### src/rtl/rdv_ram.sv
`timescale 1ns / 1ps
module rdv_ram #(
    parameter int WIDTH = 8,
    parameter int DEPTH = 16,
    localparam int AW = (DEPTH > 1) ? $clog2(DEPTH) : 1
) (
    input  logic             i_clk,
    input  logic             i_we,
    input  logic [AW-1:0]    i_waddr,
    input  logic [WIDTH-1:0] i_wdata,
    input  logic [AW-1:0]    i_raddr,
    output logic [WIDTH-1:0] o_rdata
);

    logic [WIDTH-1:0] r_mem [DEPTH];
    logic [WIDTH-1:0] r_rdata;

    // Read-first: a read of the entry being written returns the old contents.
    always_ff @(posedge i_clk) begin
        if (i_we) begin
            r_mem[i_waddr] <= i_wdata;
        end
        r_rdata <= r_mem[i_raddr];
    end

    assign o_rdata = r_rdata;

endmodule
### config.mk
export PLATFORM = sky130hd
export DESIGN_NAME = rdv_ram
export DESIGN_NICKNAME = d
export VERILOG_FILES = /design/src/rtl/rdv_ram.sv
export SDC_FILE = /design/constraint.sdc
export NUM_CORES = 1
export LEC_CHECK = 0
export BUFFER_PORTS_ARGS = -buffer_cell sky130_fd_sc_hd__clkbuf_2
export CORE_MARGIN = 1
export CORE_UTILIZATION = 65
export DETAILED_ROUTE_END_ITERATION = 6
export HOLD_SLACK_MARGIN = 0.06
export PLACE_DENSITY = 0.84
export SYNTH_ARGS = -nofsm -noshare
export SYNTH_HDL_FRONTEND = slang
export SYNTH_SLANG_ARGS = --single-unit
### constraint.sdc
create_clock -name i_clk -period 2.85 [get_ports i_clk]
set_clock_uncertainty 0.2 [all_clocks]
set_input_delay 0.1425 -clock i_clk [delete_from_list [all_inputs] [get_ports i_clk]]
set_output_delay 0.1425 -clock i_clk [all_outputs]
set_load 0.02 [all_outputs]
# After elaboration in Yosys (flattened, before gate mapping)
# Memories as Yosys holds them, arrays and structs flattened. A register that Yosys moved wholly into a read port is not among the register bits.
# Cells that the tools add are included.
# op_classes
muxes	2
# ops
cell	n
1-bit two-way mux	2
# word_totals
inputBits	18
out_inout_bits	8
ramBits	128
regBits	0
elab_cells	3
memories	1
# mem_list
name	words	word_bits	rd	rd_clocked_by_memory_dff	write_ports	line	text
r_mem	16	8	1	1	1	15	logic [WIDTH-1:0] r_mem [DEPTH];

# Depth between registers and ports, before layout
# depth
word_depth	2
ltp_mapped	5
depth_no_buf	3

# Worst setup path before layout
# OpenSTA, ideal clock, no wires.
# synth_timing
kind	input to register
start	in i_waddr[2]
end	mem r_mem[0][0] (enable)
arrival_time_ns	1.252
setup_slack_ns	1.015
path_stages	2
required_time_ns	2.267
setup_ns	0.383
cell_sequence	or3b_2 nor3_1
# synth_lines
item	line	text
start, declared	9	input logic [AW-1:0] i_waddr,
end, declared	15	
# No word-level cell before the write port.

# Final worst setup path
# layout_timing
start	in i_waddr[3]
end	mem r_mem[2][3] (enable)
# No word-level cell before the write port.

==> impl_metrics.tcl <==
set metrics [dict create \
    status "completed" \
    synth_top_area_share_pct 74.7 \
    seq_area_frac_synth_pct 77.8 \
    ys_types 19 \
    ys_ff_latch 136 \
    startpoint_type "input port" \
    synth_area_per_cell_um2 22.5 \
    viasPerCell 6.38 \
    synth_cells 229 \
    ant_nets 0 \
    routedWlPerCell_um 25.1 \
    pwr_density_cell_nw_per_um2 744 \
    fill_cells 377 \
    grt.overflow.total 0 \
    numCtsBuffers 17 \
    cts_tree "built" \
    fp.dieArea_um2 8280 \
    drt_wl_total_mm 10.1 \
    n_antenna_cell 0 \
    clock_path_buffers 2 \
    min_period_ps 2470 \
    final-max-slew-violation-count 0 \
    setup_viol 0 \
    drive_gt1_share_pct 27.2 \
    endpoint_kind "flip-flop" \
    worstPathRequired_ps 2800 \
    fp.dieW_um 91.0 \
    rrSetupSlack_ps 1280 \
    grt_usage_pct 27.7 \
    multiInputGateArea_um2 1060 \
    routabilityCongestion 0.816 \
    dp.final_hpwl_mm 5.70 \
    setup_tns_ps 0 \
    relSlewSlack_pct 35.4 \
    post_cts_resized 0 \
    dr.pass1.iters 6 \
    crit_type "input port to flip-flop" \
    syn2layout_area_growth_pct 18.9 \
    vdd_drop_max_uv 605 \
    critPathMaxFanout 8 \
    postCtsHoldBufs 16 \
    grt_pass1_vias 2607 \
    fp.dieH_um 91.0 \
    num_vias 2571 \
    synth_nets 247 \
    regArea_um2 4000 \
    postCtsSetupBuffers 0 \
    cts-root-buf "clkbuf_8" \
    rows 32 \
    rr_startpoint "r_mem[8][5]$_DFFE_PP_" \
    rsz0062_at_grt "no" \
    power_mw 4.55 \
    syn_area_um2 5150 \
    worstSetupStartpoint "i_waddr[3]" \
    synth_area_leaders "edfxtp_1 75%, mux4_2 7.9%, mux4_1 7.1%" \
    first_iter_violations 263 \
    grt_max_degree 33 \
    coreArea_um2 7690 \
    port_buffers 25 \
    crit_arrival_ps 2420 \
    cts_max_level 4 \
    clk_latency_ps 520 \
    fin_crit_sh_pct 86.6 \
    hold_violations 0 \
    max_freq_mhz 405 \
    nNetsFinal 306 \
    grt_pass1_wl_mm 15.4 \
    initial_core_util_pct 67.0 \
    drc 0 \
    cap_violations 0 \
    clk_pin_slew_ps 60 \
    worstHoldStart "i_waddr[2]" \
    min_path_type "input port to flip-flop" \
    io_pins 26 \
    tightest_slew_ps 965 \
    ys_warn_count 0 \
    synth.largest_area_cell "edfxtp_1" \
    clock_sinks 136 \
    p_leak_nw 2.09 \
    antenna_found_initial 0 \
]
-- power breakdown --
part	internal [mW]	switching (mW)	leakage, nW
Sequential	2.24	0.0155	1.22
Clock	1.26	0.806	0.272
Combinational	0.0982	0.133	0.595
-- path summary, 6_finish.rpt --
kind | endpoint | cells after the start
worst max-delay path | r_mem[2][3]$_DFFE_PP_ | 5
worst max register to register | o_rdata[5]$_DFF_P_ | 3
worst min-delay path | r_mem[4][7]$_DFFE_PP_ | 4
worst min register to register | o_rdata[1]$_DFF_P_ | 3
-- area by class of cell --
type                            instances  share of cell area [%]
Sequential cell                       136                    65.4
Multi-Input combinational cell         83                    17.3
Clock buffer                           20                    7.12
Timing Repair Buffer                   50                    5.97
Clock inverter                         12                    2.11
Tap cell                              102                    2.09
-- worst max-delay path: stages --
cell	delay [ps]
dlygate4sd3_1	530
clkbuf_2	120
or3b_2	450
dlygate4sd3_1	610
nor2_1	560
-- cell families (layout without fill, tap and decap cells) --
logic type,count (synthesis),in the layout,share of synthesized area (%)
DFF,136,136,77.8
and+or+nand+nor,35,35,3.18
muxes,32,32,15.0
AOI/OAI and AO/OA,16,16,2.33
buffers and inverters,10,82,1.68
-- routing by layer --
layer  vias to the layer above  share of wire (%)  global-route usage [%]
met5                         -                  0                       0
met4                         0                1.7                    9.92
met2                       143                 50                    43.1
met1                      1314                 41                    38.5
met3                        21                7.5                    7.79
li1                       1093                  -                       -
-- registers in the layout, summed over array words and instances, names as in the netlist --
name / cells
o_rdata: 8
r_mem: 128
-- placed cells by master (no fill, tap or decap), drive strengths merged, types with 2 or more instances in the layout --
cell | netlist | final
dfxtp | 8 | 8
edfxtp | 128 | 128
clkinvlp | 0 | 2
nor2 | 13 | 13
clkinv | 0 | 8
a22oi | 16 | 16
bufinv | 0 | 2
buf | 7 | 9
nand3b | 2 | 2
nand2b | 2 | 2
mux4 | 32 | 32
nor3 | 4 | 4
dlygate4sd3 | 0 | 16
nand2 | 9 | 9
clkbuf | 0 | 45
-- stage by stage --
stage,hold WS (ps),instances,utilization (%),instance area (um2),setup WS (ps)
2_1_floorplan,41.4,229,-,5150,1010
3_3_place_gp,343,355,70.2,5390,950
3_5_place_dp,362,355,70.2,5390,945
4_1_cts,63.9,403,79.6,6120,400
5_1_grt,97.5,403,79.6,6120,328
6_report,81.5,403,79.6,6120,381
-- cells in the mapped netlist --
cell type and instances:
edfxtp_1 128, mux4_2 18, a22oi_1 16, mux4_1 14
nor2_1 13, nand2_1 9, dfxtp_1 8, nor3_1 4
buf_2 3, buf_6 3, clkdlybuf4s25_2 3, nand2b_1 2
nand3b_1 2, and2_1 1, and2b_1 1, buf_4 1
nand3_1 1, nor2b_1 1, or3b_2 1
(Power assumes the default switching activity.)
